$ cat config.mk
export PLATFORM = sky130hd
export DESIGN_NAME = utf16_to_utf8_byte_queue
export DESIGN_NICKNAME = d
export VERILOG_FILES = /design/src/rtl/u2u8q_pkg.sv /design/src/rtl/u2u8q_enc.sv /design/src/rtl/utf16_to_utf8_byte_queue.sv
export VERILOG_INCLUDE_DIRS = /design/src /design/src/rtl
export SDC_FILE = /design/constraint.sdc
export NUM_CORES = 1
export LEC_CHECK = 0
export BUFFER_PORTS_ARGS = -buffer_cell sky130_fd_sc_hd__buf_4
export CAP_MARGIN = 10
export CORE_MARGIN = 1
export CORE_UTILIZATION = 50
export DETAILED_ROUTE_END_ITERATION = 6
export PLACE_DENSITY = 0.65
export SYNTH_ARGS = -nofsm -noshare
export SYNTH_HDL_FRONTEND = slang
export SYNTH_HIERARCHICAL = 1
export SYNTH_SLANG_ARGS = --single-unit
$ cat constraint.sdc
create_clock -name clk_i -period 9.71 [get_ports clk_i]
set_input_delay 0.971 -clock clk_i [delete_from_list [all_inputs] [get_ports clk_i]]
set_output_delay 0.971 -clock clk_i [all_outputs]
set_load 0.03 [all_outputs]
$ cat src/rtl/utf16_to_utf8_byte_queue_assert.svh
// ----------------------------------------------------------------------------
// UTF-16 to UTF-8 byte queue assertion macros
// Concurrent checks on the clock and active-low reset of the block.
// ----------------------------------------------------------------------------
`ifndef UTF16_TO_UTF8_BYTE_QUEUE_ASSERT_SVH
`define UTF16_TO_UTF8_BYTE_QUEUE_ASSERT_SVH
`ifndef NO_ASSERTIONS
`define U2U8Q_ASSERT_IMPLY(name, clk, rst_n, ante, cons) \
  name: assert property (@(posedge clk) disable iff (!rst_n) (ante) |-> (cons)) \
    else $error("u2u8q assertion failed");
`define U2U8Q_ASSERT_NEXT(name, clk, rst_n, ante, cons) \
  name: assert property (@(posedge clk) disable iff (!rst_n) (ante) |=> (cons)) \
    else $error("u2u8q assertion failed");
`else
`define U2U8Q_ASSERT_IMPLY(name, clk, rst_n, ante, cons)
`define U2U8Q_ASSERT_NEXT(name, clk, rst_n, ante, cons)
`endif
`endif

$ cat src/rtl/u2u8q_pkg.sv
// ----------------------------------------------------------------------------
// UTF-16 to UTF-8 byte queue package
// Request and status codes, payload structs and encoder result type.
// ----------------------------------------------------------------------------
package u2u8q_pkg;

  localparam logic [1:0] REQ_PUSH_BYTE = 2'd0;
  localparam logic [1:0] REQ_PUSH_UNIT = 2'd1;
  localparam logic [1:0] REQ_READ      = 2'd2;
  localparam logic [1:0] REQ_PEEK      = 2'd3;

  localparam logic [1:0] ST_OK    = 2'd0;
  localparam logic [1:0] ST_EMPTY = 2'd1;
  localparam logic [1:0] ST_FULL  = 2'd2;
  localparam logic [1:0] ST_HELD  = 2'd3;

  localparam logic [7:0] REPL_B0 = 8'hEF;
  localparam logic [7:0] REPL_B1 = 8'hBF;
  localparam logic [7:0] REPL_B2 = 8'hBD;

  typedef struct packed {
    logic [1:0]  req_type;
    logic [15:0] value;
  } in_t;

  typedef struct packed {
    logic [7:0] data_byte;
    logic [1:0] status;
    logic [7:0] fill_count;
    logic       surrogate_pending;
  } out_t;

  typedef struct packed {
    logic [5:0][7:0] bytes;
    logic [2:0]      len;
    logic            held_next;
    logic [9:0]      bits_next;
    logic            hold_only;
  } enc_t;

endpackage

$ cat src/rtl/u2u8q_enc.sv
// ----------------------------------------------------------------------------
// UTF-16 to UTF-8 encoder
// Turns one push request and the held surrogate into up to six bytes.
// ----------------------------------------------------------------------------
module u2u8q_enc import u2u8q_pkg::*; (
  input  logic [1:0]  req_i,
  input  logic [15:0] value_i,
  input  logic        held_i,
  input  logic [9:0]  held_bits_i,
  output enc_t        enc_o
);

  logic [3:0][7:0] body;
  logic [2:0]      body_len;
  logic            prefix;
  logic            is_high;
  logic            is_low;
  logic            is_surr;
  logic [20:0]     cp;
  logic            held_next;
  logic [9:0]      bits_next;
  logic            hold_only;
  logic [5:0][7:0] out_bytes;
  logic [2:0]      out_len;

  assign is_high = (value_i[15:10] == 6'b110110);
  assign is_low  = (value_i[15:10] == 6'b110111);
  assign is_surr = (value_i[15:11] == 5'b11011);
  assign cp      = {1'b0, held_bits_i, value_i[9:0]} + 21'h10000;

  always_comb begin
    body      = '0;
    body_len  = 3'd0;
    prefix    = held_i;
    held_next = 1'b0;
    bits_next = held_bits_i;
    hold_only = 1'b0;
    case (req_i)
      REQ_PUSH_BYTE: begin
        body[0]  = value_i[7:0];
        body_len = 3'd1;
      end
      REQ_PUSH_UNIT: begin
        if (is_high) begin
          held_next = 1'b1;
          bits_next = value_i[9:0];
          hold_only = !held_i;
        end else if (held_i && is_low) begin
          prefix   = 1'b0;
          body[0]  = {5'b11110, cp[20:18]};
          body[1]  = {2'b10, cp[17:12]};
          body[2]  = {2'b10, cp[11:6]};
          body[3]  = {2'b10, cp[5:0]};
          body_len = 3'd4;
        end else if (value_i < 16'h0080) begin
          body[0]  = value_i[7:0];
          body_len = 3'd1;
        end else if (value_i < 16'h0800) begin
          body[0]  = {3'b110, value_i[10:6]};
          body[1]  = {2'b10, value_i[5:0]};
          body_len = 3'd2;
        end else if (is_surr) begin
          body[0]  = REPL_B0;
          body[1]  = REPL_B1;
          body[2]  = REPL_B2;
          body_len = 3'd3;
        end else begin
          body[0]  = {4'b1110, value_i[15:12]};
          body[1]  = {2'b10, value_i[11:6]};
          body[2]  = {2'b10, value_i[5:0]};
          body_len = 3'd3;
        end
      end
      default: begin
        prefix    = 1'b0;
        held_next = held_i;
      end
    endcase
  end

  always_comb begin
    out_bytes = '0;
    if (prefix) begin
      out_bytes[0] = REPL_B0;
      out_bytes[1] = REPL_B1;
      out_bytes[2] = REPL_B2;
      out_bytes[3] = body[0];
      out_bytes[4] = body[1];
      out_bytes[5] = body[2];
      out_len      = body_len + 3'd3;
    end else begin
      out_bytes[3:0] = body;
      out_len        = body_len;
    end
  end

  assign enc_o = {out_bytes, out_len, held_next, bits_next, hold_only};

endmodule

$ cat src/rtl/utf16_to_utf8_byte_queue.sv
// ----------------------------------------------------------------------------
// UTF-16 to UTF-8 byte queue
// Transcodes pushes into a circular byte queue and serves read and peek.
// ----------------------------------------------------------------------------
// One request is handled at a time. A push is encoded and then writes its
// UTF-8 bytes (0 to 6) to the queue one after another, since the queue memory
// has one port and takes one byte per cycle; a read or peek waits for the
// registered memory read, which is skipped when the queue is empty. A
// rejected push (queue full) or a held high surrogate queues no bytes. The
// next request is taken in the cycle after the result is loaded into the
// output register.
module utf16_to_utf8_byte_queue import u2u8q_pkg::*; #(
  parameter int QUEUE_DEPTH = 128
) (
  input  logic clk_i,
  input  logic rst_ni,
  input  logic in_valid_i,
  output logic in_ready_o,
  input  in_t  in_data_i,
  output logic out_valid_o,
  input  logic out_ready_i,
  output out_t out_data_o
);

`include "utf16_to_utf8_byte_queue_assert.svh"

  localparam int IDX_W = $clog2(QUEUE_DEPTH);
  localparam int CNT_W = $clog2(QUEUE_DEPTH + 1);

  localparam logic [2:0] S_IDLE   = 3'd0;
  localparam logic [2:0] S_ENC    = 3'd1;
  localparam logic [2:0] S_WRITE  = 3'd2;
  localparam logic [2:0] S_RDWAIT = 3'd3;
  localparam logic [2:0] S_DONE   = 3'd4;

  logic [2:0]       state_q, state_d;
  logic [1:0]       req_q;
  logic [15:0]      value_q;
  logic [IDX_W-1:0] head_q, tail_q;
  logic [CNT_W-1:0] count_q;
  logic             held_q;
  logic [9:0]       held_bits_q;
  logic [5:0][7:0]  bytes_q;
  logic [2:0]       len_q;
  logic [2:0]       wr_idx_q;
  logic [7:0]       data_q;
  logic [1:0]       status_q;
  logic             out_valid_q;
  out_t             out_q;

  logic [7:0]       mem_q [QUEUE_DEPTH];
  logic [7:0]       rdata_q;
  logic             mem_we, mem_re;

  enc_t             enc;
  logic [CNT_W:0]   need;
  logic             no_room;
  logic             is_push;
  logic [CNT_W+7:0] count_ext;

  u2u8q_enc u_enc (
    .req_i       (req_q),
    .value_i     (value_q),
    .held_i      (held_q),
    .held_bits_i (held_bits_q),
    .enc_o       (enc)
  );

  assign need      = (CNT_W+1)'(count_q) + (CNT_W+1)'(enc.len);
  assign no_room   = need > (CNT_W+1)'(QUEUE_DEPTH);
  assign is_push   = (req_q == REQ_PUSH_BYTE) || (req_q == REQ_PUSH_UNIT);
  assign count_ext = {8'd0, count_q};

  assign in_ready_o  = (state_q == S_IDLE);
  assign out_valid_o = out_valid_q;
  assign out_data_o  = out_q;

  assign mem_we = (state_q == S_WRITE);
  assign mem_re = (state_q == S_ENC) && !is_push && (count_q != '0);

  always_ff @(posedge clk_i) begin
    if (mem_we) begin
      mem_q[tail_q] <= bytes_q[wr_idx_q];
    end
    if (mem_re) begin
      rdata_q <= mem_q[head_q];
    end
  end

  always_comb begin
    state_d = state_q;
    case (state_q)
      S_IDLE: begin
        if (in_valid_i) begin
          state_d = S_ENC;
        end
      end
      S_ENC: begin
        if (!is_push) begin
          state_d = (count_q == '0) ? S_DONE : S_RDWAIT;
        end else if (no_room || enc.len == 3'd0) begin
          state_d = S_DONE;
        end else begin
          state_d = S_WRITE;
        end
      end
      S_WRITE: begin
        if (wr_idx_q == len_q - 3'd1) begin
          state_d = S_DONE;
        end
      end
      S_RDWAIT: begin
        state_d = S_DONE;
      end
      S_DONE: begin
        if (!out_valid_q || out_ready_i) begin
          state_d = S_IDLE;
        end
      end
      default: begin
        state_d = S_IDLE;
      end
    endcase
  end

  always_ff @(posedge clk_i or negedge rst_ni) begin
    if (!rst_ni) begin
      state_q     <= S_IDLE;
      head_q      <= '0;
      tail_q      <= '0;
      count_q     <= '0;
      held_q      <= 1'b0;
      held_bits_q <= '0;
      wr_idx_q    <= '0;
      out_valid_q <= 1'b0;
    end else begin
      state_q <= state_d;
      case (state_q)
        S_ENC: begin
          wr_idx_q <= '0;
          if (is_push && !no_room) begin
            held_q      <= enc.held_next;
            held_bits_q <= enc.bits_next;
          end
        end
        S_WRITE: begin
          wr_idx_q <= wr_idx_q + 3'd1;
          count_q  <= count_q + CNT_W'(1);
          tail_q   <= (tail_q == IDX_W'(QUEUE_DEPTH - 1)) ? '0 : tail_q + IDX_W'(1);
        end
        S_RDWAIT: begin
          if (req_q == REQ_READ) begin
            count_q <= count_q - CNT_W'(1);
            head_q  <= (head_q == IDX_W'(QUEUE_DEPTH - 1)) ? '0 : head_q + IDX_W'(1);
          end
        end
        default: begin
        end
      endcase
      if (state_q == S_DONE && (!out_valid_q || out_ready_i)) begin
        out_valid_q <= 1'b1;
      end else if (out_ready_i) begin
        out_valid_q <= 1'b0;
      end
    end
  end

  always_ff @(posedge clk_i) begin
    if (in_valid_i && in_ready_o) begin
      req_q   <= in_data_i.req_type;
      value_q <= in_data_i.value;
    end
    if (state_q == S_ENC) begin
      bytes_q <= enc.bytes;
      len_q   <= enc.len;
      data_q  <= '0;
      if (!is_push) begin
        status_q <= (count_q == '0) ? ST_EMPTY : ST_OK;
      end else if (no_room) begin
        status_q <= ST_FULL;
      end else if (enc.hold_only) begin
        status_q <= ST_HELD;
      end else begin
        status_q <= ST_OK;
      end
    end
    if (state_q == S_RDWAIT) begin
      data_q <= rdata_q;
    end
    if (state_q == S_DONE && (!out_valid_q || out_ready_i)) begin
      out_q.data_byte         <= data_q;
      out_q.status            <= status_q;
      out_q.fill_count        <= count_ext[7:0];
      out_q.surrogate_pending <= held_q;
    end
  end

  `U2U8Q_ASSERT_IMPLY(a_count_bound, clk_i, rst_ni, 1'b1, count_q <= CNT_W'(QUEUE_DEPTH))
  `U2U8Q_ASSERT_IMPLY(a_write_room, clk_i, rst_ni, state_q == S_WRITE, count_q < CNT_W'(QUEUE_DEPTH))
  `U2U8Q_ASSERT_IMPLY(a_read_nonempty, clk_i, rst_ni, state_q == S_RDWAIT, count_q != '0)
  `U2U8Q_ASSERT_IMPLY(a_empty_zero, clk_i, rst_ni, out_valid_q && out_q.status == ST_EMPTY, out_q.data_byte == 8'd0)

endmodule
== Word-level counts from Yosys, hierarchy flattened ==
Memory sizes are Yosys's and may differ from the RTL's. A register that Yosys moved wholly into a read port is not among the register bits.
Index checks and enable logic that the tools add are counted.

* $lt $le $gt $ge: 4
* Add/subtract/negate cells: 9
* Equal/unequal tests: 16
* Muxes and demuxes: 48
* Reductions and logical operators: 28

{| class="wikitable"
|+ Operator list
! cell !! number
|-
| $mux 32 || 2
|-
| $mux 8 || 7
|-
| $mux 24 || 2
|-
| $mux 16 || 2
|-
| $pmux 8 s2 || 2
|-
| $mux 3 || 10
|-
| $bmux 8 s3 || 1
|-
| $mux 22 || 1
|-
| $add 20x17->21 const B || 1
|-
| $lt 16x12->1 const B || 1
|-
| $lt 16x8->1 const B || 1
|-
| $pmux 3 s5 || 1
|-
| $add 7x1->7 const B || 2
|-
| $eq 7x7->1 const B || 2
|-
| $mux 7 || 2
|-
| $eq 6x6->1 const B || 2
|-
| $pmux 3 s2 || 2
|-
| $mux 1 || 11
|-
| $reduce_bool 2->1 || 5
|-
| $add 8x3->9 || 1
|-
| $gt 9x8->1 const B || 1
|-
| $add 8x1->8 const B || 1
|-
| $logic_not 8->1 || 1
|-
| $reduce_bool 8->1 || 1
|-
| 24 further kinds || 43
|}

* Memories kept: 1
* RAM bits: 1024
* Register bits: 138
* Output and inout bits: 21

{| class="wikitable"
|+ Memories
! memory !! depth !! width !! rd ports !! clocked after Yosys merged registers in !! write ports !! line !! text
|-
| mem_q || 128 || 8 || 1 || 1 || 1 || utf16_to_utf8_byte_queue.sv:51 || <nowiki>logic [7:0] mem_q [QUEUE_DEPTH];</nowiki>
|}

== Logic depth before layout (Yosys ltp) ==
Gate-level depths: netlist (run 1).

* Depth in word-level cells: 14
* Gate-level depth with buffers: 16

== Cells and area by module ==
Netlist (run 1), hierarchy kept.

{| class="wikitable"
|+ Modules (own cells, without submodules)
! module !! cells an instance !! times used !! sequential area each (sq um) !! area each (sq um)
|-
| utf16_to_utf8_byte_queue || 2310 || 1 || 34933.5 || 45980.3
|-
| u2u8q_enc || 201 || 1 || 0.0 || 1193.6
|}

== Worst setup path before layout (run 1) ==
Ideal clock, no wire load.

* Path type: register to register
* Start point: reg wr_idx_q[0]
* End point: mem mem_q[0][0] (data pin)
* Stages on the path, launching flop included: 5
* Path slack: 3.864 ns
* Clock period less this slack: 5.846 ns
* Required time: 8.813 ns
* Arrival time: 4.950 ns
* Cells stage by stage: dfrtp_1 -> buf_1 -> clkbuf_1 -> mux2i_1 -> o22ai_1

* Longest elaborated chain between the ends: 2

{| class="wikitable"
|+ Ends and longest elaborated chain
! what !! line !! text
|-
| start, declared || utf16_to_utf8_byte_queue.sv:45 || <nowiki>logic [2:0] wr_idx_q;</nowiki>
|-
| start signal, assigned || utf16_to_utf8_byte_queue.sv:147 || <nowiki>wr_idx_q <= wr_idx_q + 3'd1;</nowiki>
|-
| $bmux 8 s3 || utf16_to_utf8_byte_queue.sv:83 || <nowiki>mem_q[tail_q] <= bytes_q[wr_idx_q];</nowiki>
|-
| $mux 8 (not written as such) || utf16_to_utf8_byte_queue.sv:83 ||
|-
| end, declared || utf16_to_utf8_byte_queue.sv:51 ||
|}

Every way passes these cells. The select of a mux whose other input is x is not followed.

==> results by group, run 1 <==
Run status
  – Status: finished, violations left
  – Failing checks: max-capacitance violations

Floorplan
  – Initial Util: 50.5%
  – CORE AREA: 93300 um^2
  – IO Pins: 43
  – Die W: 309 um
  – Die ar.: 95600 um^2
  – DIE HEIGHT: 309 um
  – Row count: 112

Layout
  – Final instance area: 52600 um^2
  – Layout cells sized above 1: 19.9%
  – Nets: 2626
  – Non-Filler Instances: 3941
  – Layout overhead on the synthesized area: 11.4%
  – Commonest non-fill, non-tap cells in the layout: edfxtp_1, mux4_2, nor2_1
  – Ant diodes: 0
  – Commonest non-fill, non-tap cell in the layout: edfxtp_1

Placed design
  – Placement Cell Area: 48800 um^2
  – Cells after DPL: 3722
  – Placed wire-length estimate: 72500 um
  – PortBufs: 42
  – Gpl congestion: 0.902

Logic synthesis
  – Compound-Gate Fraction of Synth Area: 4.32%
  – Yosys cell types: 79
  – Simple-gate share of the synthesized area: 4.78%
  – Area leader, netlist: edfxtp_1
  – Cell Area, Synth: 47200 um^2
  – Post-synth ARST share: 3.42%
  – Register area share after synthesis: 74.1%
  – Post-Synth Adder-Cell Area: 0.483%
  – Mux cell area share after synthesis: 13.8%
  – Gate Count Post-Synth: 2511
  – Proportion of netlist area held by the largest area contributor: 71.9%
  – Top cells by area, synth: edfxtp_1, mux4_2, mux2i_1
  – Main combinational cell family by area after synthesis: multiplexers
  – Synthesized flop and latch total: 1170
  – Mean Syn Cell Area: 18.8 um^2
  – Xor/xnor share of the synthesized area: 0.371%
  – Yosys warns: 6
  – Top_reg_cell synth: edfxtp_1
  – Number of synthesized flops with an enable pin: 1130

Drt
  – Drt wl/cell: 29.7 um
  – Post-route DRC: 0
  – Pre-Repair DR Iteration Count: 5
  – Drt total wl: 117000 um
  – Post-DRT Antenna Nets: 0
  – Drt initial violations: 2949
  – Vias per std cell: 6.25
  – Routed vias: 24600

Hold path
  – Hold Crit Class: input port to asynchronous set/reset pin

Clock network
  – Sink Count: 1170
  – Register clock-pin slew on the reported worst setup and hold paths: 0.06 ns
  – Clock Latency Late Sink: 0.71 ns
  – CTS Hold Bufs: 0
  – Post-CTS resize count: 0
  – CTS tree: built
  – Number of H-tree levels: 3
  – CTS Root Buffer Type: clkbuf_16
  – CTS buffer count: 116
  – Post-CTS Setup Bufs: 0
  – Max Buffers Root-to-Sink: 3

STA
  – RSZ-0062 raised after global routing: false
  – Worst Max-Slew Pin Slew: 1.45 ns
  – Final Skew: 0.0452 ns
  – Worst Hold Slack: 0.273 ns
  – Max-slew headroom: 0.560%
  – Setup TNS: 0 ns
  – Max Slew Vio Count: 0
  – Fmax: 207 MHz
  – Final-report setup violation count: 0
  – Endpoints failing hold: 0
  – Tcrit/Tclk final: 49.8%
  – Min Tclk post-route: 4.84 ns

Critical path
  – Startpoint Class: flop
  – CP arrival: 5.40 ns
  – Worst R2R Setup Slack: 4.87 ns
  – Crit path max fanout: 12
  – Crit path kind: flop to flop
  – CP endpoint kind: flop
  – Worst EP required: 10.27 ns

Global routing
  – Initial antenna violation count: 2
  – Largest net degree at the start of global routing: 103
  – Tot GR Track Use: 24.9%
  – Vias in the first global route: 24600
  – First-pass GRT wire length: 170000 um
  – Grt total ovfl: 0

Power
  – Static Leak: 16.6 nW
  – Peak supply drop: 0.323 mV
  – PwrDens: 280 nW/um^2

Flow run
  – MaxCap Viol Count: 1
==> critical path: stages (launching register included) <==
cell and delay [ns]:
edfxtp_1 0.51, or4_4 0.61, nor2_1 0.55, and2_1 0.28, o21ai_0 0.11, nand2b_1 0.12, ha_1 0.22, mux2i_1 0.35
fa_1 0.51, o31ai_1 0.24, mux2_2 0.19, o221ai_1 0.18, nor3_1 0.24, buf_4 0.25, mux2_2 0.36
==> power breakdown <==
group | switching, mW | internal (mW) | leakage (nW) | total, mW
sequential | 0.224 | 6.86 | 10.7 | 7.09
clock | 1.91 | 2.56 | 1.86 | 4.46
combinational | 2.23 | 0.943 | 3.99 | 3.17
==> worst paths after layout <==
path / startpoint / end / cells after the start
worst min-delay path: rst_ni / count_q[6] / 1
worst min register to register: data_q[6] / out_data_o[17] / 0
min in group clk_i: data_q[6] / out_data_o[17] / 0
max in group asynchronous: rst_ni / head_q[1] / 1
worst max register to register: value_q[13] / held_bits_q[1] / 14
worst max-delay path: value_q[13] / held_bits_q[1] / 14
==> state kept, by name, indices dropped and copies added, names as in the netlist <==
signal,flops
bytes_q,48
count_q,8
data_q,8
head_q,7
held_bits_q,10
held_q,1
len_q,3
mem_q,1024
out_data_o,19
out_valid_o,1
rdata_q,8
req_q,2
state_q,3
status_q,2
tail_q,7
value_q,16
wr_idx_q,3
==> layer usage <==
layer | global-route usage (%) | vias up | share of wire [%]
li1 | - | 10400 | -
met5 | 0 | - | 0.011
met1 | 35.5 | 12900 | 41
met3 | 5.97 | 199 | 9.6
met4 | 8.07 | 2 | 3.0
met2 | 37.9 | 1138 | 46
==> per-stage QoR <==
step / total power, mW / util (%) / setup slack [ns]
2_1_floorplan: 9.32 / - / 3.86
3_3_place_gp: 10.3 / 52.2 / 4.93
3_5_place_dp: 10.4 / 52.2 / 4.94
4_1_cts: 14.8 / 56.3 / 4.93
5_1_grt: 15.2 / 56.3 / 4.65
6_report: 14.7 / 56.3 / 4.87
==> cell usage after synthesis (29+ instances only) <==
library cell	number
a21oi_1	55
a22oi_1	45
buf_2	43
clkbuf_1	47
dfrtp_1	40
edfxtp_1	1130
mux2_2	29
mux2i_1	103
mux4_2	200
nand2_1	97
nor2_1	189
nor3_1	38
o21ai_0	46
o22ai_1	30
==> cell type report <==
cell class / count / area [um^2]
clock buffers: 147 / 3100
flip-flops and latches: 1170 / 34900
multi-input cells: 1169 / 11300
clock inverters: 71 / 699
fillers: 7055 / 40800
repair buffers: 102 / 803
well taps: 1254 / 1570
inverters: 28 / 105
==> cells by family after synthesis <==
| logic type | after synthesis |
|---|---|
| AOI/OAI and AO/OA | 294 |
| adders and majority gates | 17 |
| buffers and inverters | 175 |
| and+or+nand+nor | 478 |
| other | 1 |
| DFF | 1170 |
| xor gates and xnor gates | 20 |
| muxes | 356 |
(Power assumes the default switching activity.)
==> run 2, diff against run 1 <==
clock period = 4.5 ns   (was 9.71 ns; I/O delays follow)
==> results by group, run 2 (synthesis results as in run 1) <==
Clock network
  – Register clock-pin slew on the reported worst setup and hold paths: 0.06 ns (about the same)
  – Sink Count: 1170 (unchanged)
  – CTS Root Buffer Type: clkbuf_16 (unchanged)
  – CTS tree: built (unchanged)
  – Post-CTS Setup Bufs: 0 (unchanged)
  – Max Buffers Root-to-Sink: 3 (unchanged)
  – Number of H-tree levels: 3 (unchanged)
  – CTS buffer count: 114 (was 116)
  – Clock Latency Late Sink: 0.70 ns (was 0.71 ns)

Layout
  – Commonest non-fill, non-tap cells in the layout: edfxtp_1, mux4_2, nor2_1 (unchanged)
  – Nets: 2710 (was 2626)
  – Area of the multi-input gates: 11300 um^2 (about the same)
  – Layout overhead on the synthesized area: 13.2% (was 11.4%)
  – Commonest non-fill, non-tap cell in the layout: edfxtp_1 (unchanged)
  – Filler cells: 6953 (was 7055)
  – Finished Core Util: 57.2% (was 56.3%)
  – Top reg by flops: mem_q (unchanged)
  – Largest register FFs: 1024 (unchanged)
  – Non-Filler Instances: 4025 (was 3941)
  – Register area: 34900 um^2 (unchanged)
  – Layout cells sized above 1: 21.3% (was 19.9%)

Placed design
  – Gpl congestion: 0.898 (was 0.902)
  – Setup Slack @ Placement: 0.313 ns (was 4.94 ns)
  – PortBufs: 42 (unchanged)
  – Cells after DPL: 3789 (was 3722)
  – Placed wire-length estimate: 72900 um (was 72500 um)

Drt
  – Routed vias: 24900 (was 24600)
  – Pre-Repair DR Iteration Count: 6 (was 5)
  – Drt wl/cell: 28.8 um (was 29.7 um)
  – Vias per std cell: 6.17 (was 6.25)
  – Drt initial violations: 3026 (was 2949)
  – Post-route DRC: 0 (unchanged)
  – Post-DRT Antenna Nets: 0 (unchanged)
  – Drt total wl: 116000 um (was 117000 um)

STA
  – Worst Max-Slew Pin Slew: 1.27 ns (was 1.45 ns)
  – Worst Hold Slack: 0.0762 ns (was 0.273 ns)
  – Min Tclk post-route: 4.18 ns (was 4.84 ns)
  – Fmax: 239 MHz (was 207 MHz)
  – Tcrit/Tclk final: 92.9% (was 49.8%)
  – Setup ws final: 0.319 ns (was 4.87 ns)
  – Final Skew: 0.0370 ns (was 0.0452 ns)
  – Max-slew headroom: 15.1% (was 0.560%)
  – Max Slew Vio Count: 0 (unchanged)
  – Endpoints failing hold: 0 (unchanged)
  – Final-report setup violation count: 0 (unchanged)

Critical path
  – Worst EP required: 5.07 ns (was 10.27 ns)
  – Crit path max fanout: 11 (was 12)
  – Worst R2R Setup Slack: 0.32 ns (was 4.87 ns)
  – CP arrival: 4.75 ns (was 5.40 ns)
  – Worst r2r src: value_q[13] (unchanged)
  – Worst r2r dst: held_bits_q[6] (was held_bits_q[1])
  – R2R depth: 12 (was 14)
  – Startpoint Class: flop (unchanged)
  – Crit path kind: flop to flop (unchanged)
  – CP endpoint kind: flop (unchanged)

Global routing
  – Vias in the first global route: 24800 (was 24600)
  – Largest net degree at the start of global routing: 129 (was 103)
  – Grt total ovfl: 0 (unchanged)
  – First-pass GRT wire length: 169000 um (was 170000 um)
  – Initial antenna violation count: 2 (unchanged)
  – Tot GR Track Use: 24.7% (was 24.9%)

Floorplan
  – Die W: 309 um (unchanged)
  – Initial Util: 50.5% (unchanged)
  – Die ar.: 95600 um^2 (unchanged)
  – IO Pins: 43 (unchanged)
  – CORE AREA: 93300 um^2 (unchanged)
  – DIE HEIGHT: 309 um (unchanged)
  – Row count: 112 (unchanged)

Power
  – Peak supply drop: 0.753 mV (was 0.323 mV)
  – Tot Pwr: 31.9 mW (was 14.7 mW)
  – PwrDens: 597 nW/um^2 (was 280 nW/um^2)
  – Static Leak: 17.0 nW (was 16.6 nW)

Hold path
  – HP Start: out_ready_i
  – Worst Hold Endpoint: out_valid_o
  – Hold Crit Class: input port to flop (was input port to asynchronous set/reset pin)
  – Hold path depth: 3

Flow run
  – MaxCap Viol Count: 0 (was 1)

Run status
  – Status: finished clean (was finished, violations left)
run 2: cell types whose count changed in the layout (fill, tap and decap cells not counted), moves of 2 or more:
cell           change
clkinvlp_4         -2
buf_12            +14
dlygate4sd3_1     +19
clkinv_2          -12
clkinv_1           +6
clkbuf_1           +5
buf_4             +52
run 2: stage by stage:
step                      area, um^2  setup TNS, ns
after floorplan                47200        -517.01
after global placement         49400              0
after detailed placement       49400              0
after CTS                      53400              0
after global routing           53400      -0.000560
final                          53400              0
run 2: timing repair:
| action | 4_1_cts | 5_1_grt |
|---|---|---|
| hold buffers | 19 | 0 |
| setup endpoints to repair | 0 | 11 |
| hold endpoints to repair | 58 | 0 |
| gates resized for setup | 0 | 1 |
run 2: worst max-delay path by stage:
stage | end | from | slack [ns] | cells past startpoint
CTS | held_bits_q[6] | value_q[13] | 0.26 | 12
global placement | held_bits_q[8] | value_q[13] | 0.31 | 12
global route | held_bits_q[4] | value_q[13] | -0.0006 | 14
finish | held_bits_q[6] | value_q[13] | 0.32 | 12
floorplan | mem_q[0][5] | wr_idx_q[0] | -1.35 | 4
detailed placement | held_bits_q[6] | value_q[13] | 0.31 | 12
run 2: worst max-delay path: stages (launching register included):
cell	delay, ns
edfxtp_1	0.51
or4_4	0.61
or2_0	0.26
o21ai_2	0.23
ha_1	0.27
mux2i_2	0.27
fa_1	0.50
o31ai_1	0.26
mux2_2	0.19
o221ai_1	0.18
nor3_1	0.18
buf_4	0.25
mux2_2	0.36
run 2: layout make-up:
class                   instances  area share, %
flip-flops and latches       1170           65.4
clock inverters                63           1.26
diodes                          1        0.00468
repair buffers                188           3.12
well taps                    1254           2.94
inverters                      28          0.197
clock buffers                 152           5.82
multi-input cells            1169           21.2
run 2: routing by layer:
layer | wire [um] | vias up | GRT usage, %
li1 | - | 10600 | -
met4 | 3470 | 2 | 8.14
met5 | 11 | - | 0
met3 | 11100 | 194 | 5.71
met2 | 53800 | 1228 | 37.8
met1 | 47600 | 12900 | 35.1
run 2: where the power goes:
| group | total, mW | internal (mW) | switching, mW |
|---|---|---|---|
| Clock | 9.57 | 5.55 | 4.02 |
| Combinational | 7.04 | 2.34 | 4.70 |
| Sequential | 15.3 | 14.8 | 0.514 |
